[src/crcff_pkg.sv]
// ----------------------------------------------------------------------------
// crcff_pkg: shared types and functions for the CRC-checked frame filter
// Frame geometry, status codes, CRC-16 byte update and stage structs.
// ----------------------------------------------------------------------------
`default_nettype none

package crcff_pkg;

  localparam int FRAME_LEN  = 11;
  localparam int HASHED_LEN = 9;
  localparam int STORED_LEN = FRAME_LEN - 1;

  localparam logic [3:0] POS_LAST = 4'(FRAME_LEN - 1);
  localparam logic [3:0] POS_SAT  = 4'(FRAME_LEN + 1);
  localparam logic [3:0] POS_HASH = 4'(HASHED_LEN);

  localparam logic [15:0] CRC_POLY = 16'h8408;
  localparam logic [15:0] CRC_INIT = 16'hFFFF;

  localparam int IN_TDATA_W  = 8;
  localparam int OUT_TDATA_W = 176;

  typedef enum logic [1:0] {
    STATUS_OK     = 2'd0,
    STATUS_CRC    = 2'd1,
    STATUS_PLAUS  = 2'd2,
    STATUS_XFER   = 2'd3
  } status_t;

  typedef struct packed {
    logic [7:0] rx_byte;
    logic       end_of_frame;
    logic       transfer_error;
  } in_item_t;

  typedef struct packed {
    logic [31:0] general_fail_count;
    logic [31:0] hash_fail_count;
    logic [31:0] read_count;
    logic        shutdown_request;
    logic [7:0]  good_payload_high;
    logic [63:0] good_payload_low;
    status_t     status;
  } result_t;

  // Reflected CRC-16, one byte, LSB first
  function automatic logic [15:0] crc_byte(input logic [15:0] crc, input logic [7:0] b);
    logic [15:0] c;
    c = crc;
    for (int k = 0; k < 8; k++) begin
      if (c[0] ^ b[k]) begin
        c = (c >> 1) ^ CRC_POLY;
      end else begin
        c = c >> 1;
      end
    end
    return c;
  endfunction

endpackage

`default_nettype wire

[src/crcff_ingress.sv]
// ----------------------------------------------------------------------------
// crcff_ingress: input register
// Holds one received byte transaction until the core takes it.
// ----------------------------------------------------------------------------
`default_nettype none

module crcff_ingress
  import crcff_pkg::*;
(
  input  wire logic     clk,
  input  wire logic     rst,
  input  wire logic     in_valid,
  output logic          in_ready,
  input  wire in_item_t in_item,
  input  wire logic     take,
  output logic          item_valid,
  output in_item_t      item
);

  assign in_ready = !item_valid || take;

  always_ff @(posedge clk) begin
    if (rst) begin
      item_valid <= 1'b0;
    end else if (in_ready) begin
      item_valid <= in_valid;
    end
  end

  always_ff @(posedge clk) begin
    if (in_ready && in_valid) begin
      item <= in_item;
    end
  end

endmodule

`default_nettype wire

[src/crcff_core.sv]
// ----------------------------------------------------------------------------
// crcff_core: frame assembly, CRC check, plausibility filter and counters
// Updates frame state per byte and forms the result at frame end.
// ----------------------------------------------------------------------------
`default_nettype none

module crcff_core
  import crcff_pkg::*;
(
  input  wire logic     clk,
  input  wire logic     rst,
  input  wire logic     step,
  input  wire in_item_t item,
  output logic          frame_end,
  output result_t       result
);

  logic [3:0]  byte_position;
  logic [15:0] running_crc;
  logic [7:0]  frame_bytes [STORED_LEN];
  logic [7:0]  last_good_payload [HASHED_LEN];
  logic [7:0]  ref_first_byte;
  logic [6:0]  ref_second_byte;
  logic [1:0]  mismatch_run;
  logic        shutdown_latched;
  logic [31:0] frames_read;
  logic [31:0] hash_fails;
  logic [31:0] general_fails;

  logic [3:0]  byte_position_next;
  logic [15:0] crc_inv;
  logic        len_ok;
  logic        crc_ok;
  logic        mismatch;
  status_t     status;
  logic [1:0]  mismatch_run_next;
  logic        refs_load;
  logic        keep;
  logic [7:0]  payload_next [HASHED_LEN];
  logic        pulse;
  logic [31:0] frames_read_next;
  logic [31:0] hash_fails_next;
  logic [31:0] general_fails_next;

  assign frame_end = item.transfer_error || item.end_of_frame;
  assign byte_position_next = (byte_position < POS_SAT) ? byte_position + 4'd1 : byte_position;

  assign crc_inv  = ~running_crc;
  assign len_ok   = !item.transfer_error && (byte_position == POS_LAST);
  assign crc_ok   = {crc_inv[7:0], crc_inv[15:8]} == {frame_bytes[STORED_LEN-1], item.rx_byte};
  assign mismatch = (frame_bytes[0] != ref_first_byte) &&
                    (frame_bytes[1][6:0] != ref_second_byte);

  always_comb begin
    status            = STATUS_OK;
    mismatch_run_next = mismatch_run;
    refs_load         = 1'b0;
    if (!len_ok) begin
      status = STATUS_XFER;
    end else if (!crc_ok) begin
      status = STATUS_CRC;
    end else if (mismatch) begin
      if (mismatch_run != 2'd0) begin
        status            = STATUS_PLAUS;
        mismatch_run_next = 2'd2;
      end else begin
        mismatch_run_next = 2'd1;
      end
    end else begin
      refs_load         = 1'b1;
      mismatch_run_next = 2'd0;
    end
  end

  assign keep = (status == STATUS_OK);

  always_comb begin
    for (int i = 0; i < HASHED_LEN; i++) begin
      payload_next[i] = keep ? frame_bytes[i] : last_good_payload[i];
    end
  end

  assign pulse              = !shutdown_latched && payload_next[1][7];
  assign frames_read_next   = frames_read + 32'd1;
  assign hash_fails_next    = (status == STATUS_CRC || status == STATUS_PLAUS) ?
                              hash_fails + 32'd1 : hash_fails;
  assign general_fails_next = (status == STATUS_XFER) ? general_fails + 32'd1 : general_fails;

  always_comb begin
    result.status             = status;
    result.good_payload_high  = payload_next[HASHED_LEN-1];
    result.shutdown_request   = pulse;
    result.read_count         = frames_read_next;
    result.hash_fail_count    = hash_fails_next;
    result.general_fail_count = general_fails_next;
    for (int i = 0; i < 8; i++) begin
      result.good_payload_low[8*i +: 8] = payload_next[i];
    end
  end

  always_ff @(posedge clk) begin
    if (rst) begin
      byte_position    <= '0;
      running_crc      <= CRC_INIT;
      ref_first_byte   <= '0;
      ref_second_byte  <= '0;
      mismatch_run     <= '0;
      shutdown_latched <= 1'b0;
      frames_read      <= '0;
      hash_fails       <= '0;
      general_fails    <= '0;
      for (int i = 0; i < HASHED_LEN; i++) begin
        last_good_payload[i] <= '0;
      end
    end else if (step) begin
      if (frame_end) begin
        byte_position    <= '0;
        running_crc      <= CRC_INIT;
        frames_read      <= frames_read_next;
        hash_fails       <= hash_fails_next;
        general_fails    <= general_fails_next;
        shutdown_latched <= shutdown_latched || pulse;
        if (len_ok && crc_ok) begin
          mismatch_run <= mismatch_run_next;
        end
        if (len_ok && crc_ok && refs_load) begin
          ref_first_byte  <= frame_bytes[0];
          ref_second_byte <= frame_bytes[1][6:0];
        end
        for (int i = 0; i < HASHED_LEN; i++) begin
          last_good_payload[i] <= payload_next[i];
        end
      end else begin
        byte_position <= byte_position_next;
        if (byte_position < POS_HASH) begin
          running_crc <= crc_byte(running_crc, item.rx_byte);
        end
      end
    end
  end

  // Frame byte store, written at the current position; byte 10 is used live
  always_ff @(posedge clk) begin
    if (step && !item.transfer_error) begin
      for (int i = 0; i < STORED_LEN; i++) begin
        if (byte_position == 4'(i)) begin
          frame_bytes[i] <= item.rx_byte;
        end
      end
    end
  end

endmodule

`default_nettype wire

[src/crc_checked_frame_filter.sv]
// Path: a frame's last byte transaction passes the input register, then the
// output register, which holds the result until it is taken.
// Throughput: one byte per cycle while the result side accepts; while a result
// waits unaccepted in the output register, no byte moves through the core.
// Reset: synchronous, active high; clears counters, references, kept payload
// and frame position, and empties both registers.
// ----------------------------------------------------------------------------
// crc_checked_frame_filter: CRC-16 checked 11-byte frame filter
// Input register, per-byte core and output register on stream channels.
// ----------------------------------------------------------------------------
`default_nettype none

module crc_checked_frame_filter
  import crcff_pkg::*;
(
  input  wire logic                   clk,
  input  wire logic                   rst,
  input  wire logic                   s_tvalid,
  output logic                        s_tready,
  input  wire logic [IN_TDATA_W-1:0]  s_tdata,  // rx_byte[7:0]
  input  wire logic                   s_tlast,  // end_of_frame
  input  wire logic                   s_tuser,  // transfer_error
  output logic                        m_tvalid,
  input  wire logic                   m_tready,
  // status[1:0], good_payload_low[65:2], good_payload_high[73:66],
  // shutdown_request[74], read_count[106:75], hash_fail_count[138:107],
  // general_fail_count[170:139], zero[175:171]
  output logic [OUT_TDATA_W-1:0]      m_tdata
);

  in_item_t in_item;
  in_item_t item;
  logic     item_valid;
  logic     out_free;
  logic     step;
  logic     frame_end;
  result_t  result;
  result_t  out_reg;

  assign in_item.rx_byte        = s_tdata;
  assign in_item.end_of_frame   = s_tlast;
  assign in_item.transfer_error = s_tuser;

  assign out_free = !m_tvalid || m_tready;
  assign step     = item_valid && out_free;

  crcff_ingress u_ingress (
    .clk        (clk),
    .rst        (rst),
    .in_valid   (s_tvalid),
    .in_ready   (s_tready),
    .in_item    (in_item),
    .take       (step),
    .item_valid (item_valid),
    .item       (item)
  );

  crcff_core u_core (
    .clk       (clk),
    .rst       (rst),
    .step      (step),
    .item      (item),
    .frame_end (frame_end),
    .result    (result)
  );

  always_ff @(posedge clk) begin
    if (rst) begin
      m_tvalid <= 1'b0;
    end else if (out_free) begin
      m_tvalid <= step && frame_end;
    end
  end

  always_ff @(posedge clk) begin
    if (step && frame_end) begin
      out_reg <= result;
    end
  end

  assign m_tdata = {(OUT_TDATA_W - $bits(result_t))'(0), out_reg};

endmodule

`default_nettype wire

[config.mk]
export PLATFORM = sky130hd
export DESIGN_NAME = crc_checked_frame_filter
export DESIGN_NICKNAME = d
export VERILOG_FILES = /design/src/crcff_pkg.sv /design/src/crcff_ingress.sv /design/src/crcff_core.sv /design/src/crc_checked_frame_filter.sv
export SDC_FILE = /design/constraint.sdc
export NUM_CORES = 1
export LEC_CHECK = 0
export BUFFER_PORTS_ARGS = -buffer_cell sky130_fd_sc_hd__buf_2
export CAP_MARGIN = 5
export CORE_ASPECT_RATIO = 1.5
export CORE_MARGIN = 3
export CORE_UTILIZATION = 53
export CTS_CLUSTER_DIAMETER = 30
export DETAILED_ROUTE_END_ITERATION = 6
export PLACE_DENSITY = 0.76
export SLEW_MARGIN = 20
export SYNTH_ARGS = -nofsm -noshare
export SYNTH_HDL_FRONTEND = slang
export SYNTH_SLANG_ARGS = --single-unit
export TNS_END_PERCENT = 20
[constraint.sdc]
create_clock -name clk -period 4.1 [get_ports clk]
set_input_delay 0 -clock clk [delete_from_list [all_inputs] [get_ports clk]]
set_output_delay 0 -clock clk [all_outputs]
set_load 0.02 [all_outputs]
Word level (Yosys, flattened, before mapping):

Memory sizes are Yosys's and may differ from the RTL's.
Index checks and enable logic that the tools add are counted.

* bitwise logic cells: 26
* magnitude comparators: 2
* $add $sub $neg: 4
* equal/unequal tests: 16
* reduce and logical (&&, ||, !) cells: 37
* muxes and demuxes: 132

Operators with widths (number)
* two-way mux 16 bit: 38
* two-way mux 8 bit: 27
* adder 32 x 1 -> 32 bit, second input constant: 3
* OR reduction 8 bit: 9
* two-way mux 32 bit: 2
* two-way mux 1 bit: 48
* two-way mux 4 bit: 11
* inverter 2 -> 3 bit: 8
* == test 16 bit: 1
* == test 4 x 3 -> 1 bit, second input constant: 4
* inverter 16 bit: 1
* == test 4 bit, second input constant: 3
* two-way mux 2 bit: 6
* logical AND 1 bit: 9
* bitwise OR 1 bit: 9
* == test 4 x 2 -> 1 bit, second input constant: 2
* < comparator 4 bit, second input constant: 2
* != test 8 bit: 1
* bitwise XOR 1 bit: 8
* != test 7 bit: 1
* AND reduction 2 bit: 3
* nonzero test 2 bit: 3
* logical OR 1 bit: 5
* AND reduction 5 bit: 1
* 8 further kinds: 12

* bits in writable memories: 152
* bits in registers: 317
* logic and storage cells: 240
* memories: 2

Memories
* u_core.frame_bytes: depth 10, bits a word 8, read ports 10, clocked after memory_dff 0, wr ports 1, line crcff_core.sv:20 `logic [7:0] frame_bytes [STORED_LEN];`
* u_core.last_good_payload: depth 9, bits a word 8, read ports 9, clocked after memory_dff 0, wr ports 9, line crcff_core.sv:21 `logic [7:0] last_good_payload [HASHED_LEN];`

Longest topological paths before layout:

* depth after elaboration: 46
* gate-level depth with buffers: 14

Modules after synthesis:

Synthesis repeated with hierarchy kept, for this count alone.

* cells, all modules: 1501
* area, all modules: 19526.2 µm²

Modules (own cells, without submodules)
* crcff_core: times used 1, cells each 1303, seq. area each 7247.0 µm², area an instance 13923.4 µm²
* crc_checked_frame_filter: times used 1, cells each 183, seq. area each 5154.9 µm², area an instance 5247.5 µm²
* crcff_ingress: times used 1, cells each 15, seq. area each 320.3 µm², area an instance 355.3 µm²

Worst setup path after synthesis:

Ideal clock, no wire load.

* path kind: reg-to-reg
* start point: register, netlist name u_ingress.item[0]
* end point: register u_core.general_fails[9]
* stages on the path, launching flop included: 10
* setup slack: 118 ps
* setup time: 128 ps
* buffers on the path: 3
* arrival: 3854 ps
* path through: edfxtp_1 or2_1 buf_2 nand3_1 inv_1 clkbuf_1 buf_2 nand2_1 xnor2_1 nor2_1

* word-level cells in the longest chain between the ends: 5
* elaborated cells on any way between the ends: 7

Ends and longest elaborated chain
* logical NOT 1 bit: line crcff_core.sv:49 `assign len_ok = !item.transfer_error && (byte_position == POS_LAST);`
* logical AND 1 bit: line crcff_core.sv:49
* two-way mux 2 bit: line crcff_core.sv:58 `if (!len_ok) begin`
* == test 2 bit: line crcff_core.sv:87 `assign general_fails_next = (status == STATUS_XFER) ? general_fails + 32'd1 : general_fails;`
* two-way mux 32 bit: line crcff_core.sv:87
* end signal, assigned: line crcff_core.sv:121 `general_fails <= general_fails_next;`
* end, declared: line crcff_core.sv:28 `logic [31:0] general_fails;`

Parallel ways exist; a longest one is shown, timed or not.
A chain may end at the register's enable or synchronous reset.

==> results.txt <==
----------------------------------------------------
[Timing]
  Clock period minus final worst setup slack ... 3.76 ns
  Setup clock skew after layout ... 0.0239 ns
  Final setup vio count ... 0
  PnR worst setup slack ... 0.337 ns
  Unrepaired setup endpoints after global routing ... no
  Final hold violations ... 0
  Max-slew headroom at the worst pin ... 29.7%
  Final Hold Slack ... 0.121 ns
  Slew at the pin closest to its max-slew limit ... 1.06 ns
  Fraction of the cycle the final worst path needs ... 91.8%
  Highest clock rate ... 266 MHz
  Total Negative Setup Slacks ... 0 ns
  Max-slew violation count ... 0

[Yosys]
  Number of instances in the synthesized netlist ... 1,515
  Fraction of the yosys area taken by sequential cells ... 65.0%
  Netlist cell types ... 48
  Total standard cell area after synthesis ... 19,600 um2
  Ys flop type ... sky130_fd_sc_hd__edfxtp_1
  Fraction of registers with async set/reset ... 0%
  Yosys top cell area share ... 51.1%
  Most numerous cell in the Yosys netlist ... sky130_fd_sc_hd__edfxtp_1
  #FFs+latches synth ... 469
  Synthesized area per cell ... 12.9 um2
  Top cells by instance count after synthesis ... sky130_fd_sc_hd__edfxtp_1 (333), sky130_fd_sc_hd__dfxtp_1 (136), sky130_fd_sc_hd__nor2_1 (124)
  Warning count from the yosys run ... 0
  Number of enable-type register cells in the synthesized netlist ... 333
  Area contributors post-synth ... sky130_fd_sc_hd__edfxtp_1 (51%), sky130_fd_sc_hd__dfxtp_1 (14%), sky130_fd_sc_hd__xnor2_1 (4.9%)
  Top cell type by total area after synthesis ... sky130_fd_sc_hd__edfxtp_1

[Worst setup path]
  RR Startpoint ... u_core.frame_bytes[9][1]
  Type of element capturing the critical path ... flip-flop
  Cell-by-cell trace of the critical path ... xnor2_1 > nor4_2 > nand4_2 > o31ai_1 > ha_2 > and4_1 > and3_1 > nand2_1 > or4_1 > a21oi_1
  First element of the critical path ... u_core.frame_bytes[9][1]
  Critical Path Source Type ... flip-flop
  CP peak stage delay ... 0.48 ns
  Setup CP Type ... reg2reg
  Slack of the worst reg-to-reg path ... 0.34 ns
  Arrival time reported for the critical path endpoint ... 4.26 ns
  CP max stage cell ... sky130_fd_sc_hd__o31ai_1
  Data required time at the worst endpoint ... 4.59 ns
  FF-to-FF path depth ... 10
  Destination of the worst register-to-register timing path ... u_core.general_fails[24]
  Critical Path Sink ... u_core.general_fails[24]
  Top fanout value on the critical path ... 12

[Routing]
  Via density ... 5.35
  Drt initial violations ... 711
  Via Count ... 12,125
  Post-route ant nets ... 0
  Number of optimization iterations in the first detailed-route pass ... 6
  Final routed wire length divided by cell count ... 17.9 um
  Number of design rule violations left after detail routing ... 0
  Total length of routed wires ... 40.5 mm

[Power and ir drop]
  Highest ir drop seen on vdd ... 339 uV
  Switching Share ... 23.0%
  Overall power after layout ... 10.9 mW
  Leakage ... 8.55 nW
  Internal Dissipation ... 8.42 mW
  PwrDens ... 469 nW/um2
  Switching component of the power ... 2.51 mW
  Proportion of power drawn by combinational gates ... 4.0%
  Clock network power share ... 48.2%
  Sequential group share of total power ... 47.8%

[Clocking]
  Clock transition at path regs ... 0.06 ns
  Maximum level of the CTS H-tree ... 2
  TritonCTS buffer count ... 60
  Sinks on Clock Net ... 469
  Later-pin clock latency in the skew report ... 0.60 ns
  Clock tree root buffer cell ... sky130_fd_sc_hd__clkbuf_16
  TritonCTS clock tree ... built
  Maximum buffer depth of the clock tree ... 3

[Die]
  Total core area ... 36,200 um2
  Number of top-level pins ... 192
  Cell row count ... 85
  Height of the die ... 241 um
  Die X-Extent ... 163 um
  Die outline area ... 39,300 um2
  Starting Density ... 54.1%

[Outcome]
  Run status ... completed

[GRT]
  Wire length of the first global-routing pass ... 64.9 mm
  Largest net degree at the start of global routing ... 104
  Global-route total usage across every layer ... 20.7%
  Aggregate global routing overflow ... 0
  Vias in the first global route ... 12,188
  Number of antenna violations at the first check in global routing ... 1

[Final layout]
  Fraction of layout cells with a size suffix above 1 ... 23.8%
  Core Util, Final ... 64.5%
  Final net count ... 1,759
  Area added between synthesis and finish ... 19.1%

[Placed design]
  I/O Buffers ... 186
  GPL Wtd Cong ... 0.861
  Post-DP HPWL ... 26.2 mm
  Post-place setup slack ... 0.275 ns

[Job]
  Count of maximum capacitance violations ... 0

[Hold path]
  Hold Crit Class ... in2reg

----------------------------------------------------
stage by stage:
| stage | cell area [um2] | std cells |
|---|---|---|
| after floorplan | 19600 | 1519 |
| after global placement | 21100 | 2136 |
| after detailed placement | 21100 | 2136 |
| after CTS | 23300 | 2266 |
| after global routing | 23300 | 2267 |
| final | 23300 | 2267 |
flip-flops by register name (all words and copies together), names as in the netlist, 8 cells and up:
signal and count:
m_tdata 171, u_core.frame_bytes 80, u_core.last_good_payload 72, u_core.frames_read 32
u_core.general_fails 32, u_core.hash_fails 32, u_core.running_crc 16, u_ingress.item 10
u_core.ref_first_byte 8
final cells by class:
| type | count | area, um2 |
|---|---|---|
| multi-input combinational | 953 | 6490 |
| timing repair buffer | 232 | 1360 |
| clock buffer | 67 | 1560 |
| antenna | 1 | 2.50 |
| tap | 478 | 598 |
| fill | 2665 | 12800 |
| sequential | 469 | 12700 |
| inverter | 20 | 82.6 |
| clock inverter | 47 | 514 |
placed cells by master, fill, tap and decap left out, types with 8 or more instances in the layout:
| cell type | instances |
|---|---|
| sky130_fd_sc_hd__a21oi_1 | 34 |
| sky130_fd_sc_hd__and2_1 | 11 |
| sky130_fd_sc_hd__and3_1 | 12 |
| sky130_fd_sc_hd__and4_1 | 8 |
| sky130_fd_sc_hd__buf_2 | 185 |
| sky130_fd_sc_hd__buf_4 | 28 |
| sky130_fd_sc_hd__clkbuf_16 | 60 |
| sky130_fd_sc_hd__clkinv_4 | 8 |
| sky130_fd_sc_hd__dfxtp_1 | 136 |
| sky130_fd_sc_hd__dlygate4sd3_1 | 16 |
| sky130_fd_sc_hd__edfxtp_1 | 333 |
| sky130_fd_sc_hd__inv_1 | 19 |
| sky130_fd_sc_hd__inv_6 | 10 |
| sky130_fd_sc_hd__mux2_2 | 75 |
| sky130_fd_sc_hd__mux2i_1 | 18 |
| sky130_fd_sc_hd__nand2_1 | 78 |
| sky130_fd_sc_hd__nand2b_1 | 47 |
| sky130_fd_sc_hd__nand3_1 | 59 |
| sky130_fd_sc_hd__nand4_1 | 34 |
| sky130_fd_sc_hd__nor2_1 | 124 |
| sky130_fd_sc_hd__nor2b_1 | 74 |
| sky130_fd_sc_hd__nor3_1 | 28 |
| sky130_fd_sc_hd__nor4_1 | 14 |
| sky130_fd_sc_hd__nor4_2 | 8 |
| sky130_fd_sc_hd__o21ai_0 | 25 |
| sky130_fd_sc_hd__o22ai_1 | 8 |
| sky130_fd_sc_hd__or3_1 | 22 |
| sky130_fd_sc_hd__or4_1 | 10 |
| sky130_fd_sc_hd__xnor2_1 | 109 |
| sky130_fd_sc_hd__xor2_1 | 101 |
worst min-delay path by stage:
stage / slack [ns] / end / from / cells past startpoint
floorplan: 0.1 / u_ingress.item[0] / s_tuser / 0
global placement: 0.18 / u_ingress.item[7] / s_tdata[5] / 1
detailed placement: 0.18 / u_ingress.item[7] / s_tdata[5] / 1
finish: 0.12 / u_ingress.item[0] / s_tuser / 2
CTS: 0.1 / u_ingress.item[1] / s_tlast / 2
global route: 0.11 / u_ingress.item[5] / s_tdata[3] / 2
power groups by stage:
stage | Sequential [mW] | Clock (mW) | Combinational, mW
2_1_floorplan | 5.39 | 0 | 0.224
3_3_place_gp | 5.32 | 0 | 0.426
3_5_place_dp | 5.33 | 0 | 0.431
4_1_cts | 5.23 | 5.36 | 0.448
5_1_grt | 5.24 | 5.57 | 0.480
6_report | 5.23 | 5.27 | 0.440
repair_timing:
action / 4_1_cts / 5_1_grt
buffers inserted: 0 / 0
hold buffers: 16 / 0
endpoints found under the hold margin: 44 / 0
gates resized for setup: 0 / 2
endpoints found under the setup margin: 0 / 5
worst max-delay path, delay by kind of cell (launching register included):
family / cells / cell delay, ns
AO/OA/AOI/OAI: 2 / 0.66
XOR/XNOR: 1 / 0.16
adder cells (fa/ha/maj): 1 / 0.39
flip-flops: 1 / 0.39
AND/OR/NAND/NOR: 6 / 2.03
kinds of logic after synthesis:
group | synth area share (%)
multiplexers | 5.23
AND/OR/NAND/NOR | 14.8
AO/OA/AOI/OAI | 2.89
XOR/XNOR | 9.39
adder cells (fa/ha/maj) | 0.575
buffers and inverters | 2.10
other | 0.0192
flip-flops | 65.0
layer usage:
metal / part of all wire, % / wire length, um / track usage, %
met3: 5.6 / 2290 / 4.36
met2: 52 / 21100 / 36.6
met1: 39 / 16000 / 25.2
met4: 3.0 / 1200 / 7.08
met5: 0 / 0 / 0
No activity file was read; power rests on OpenSTA's default activity.
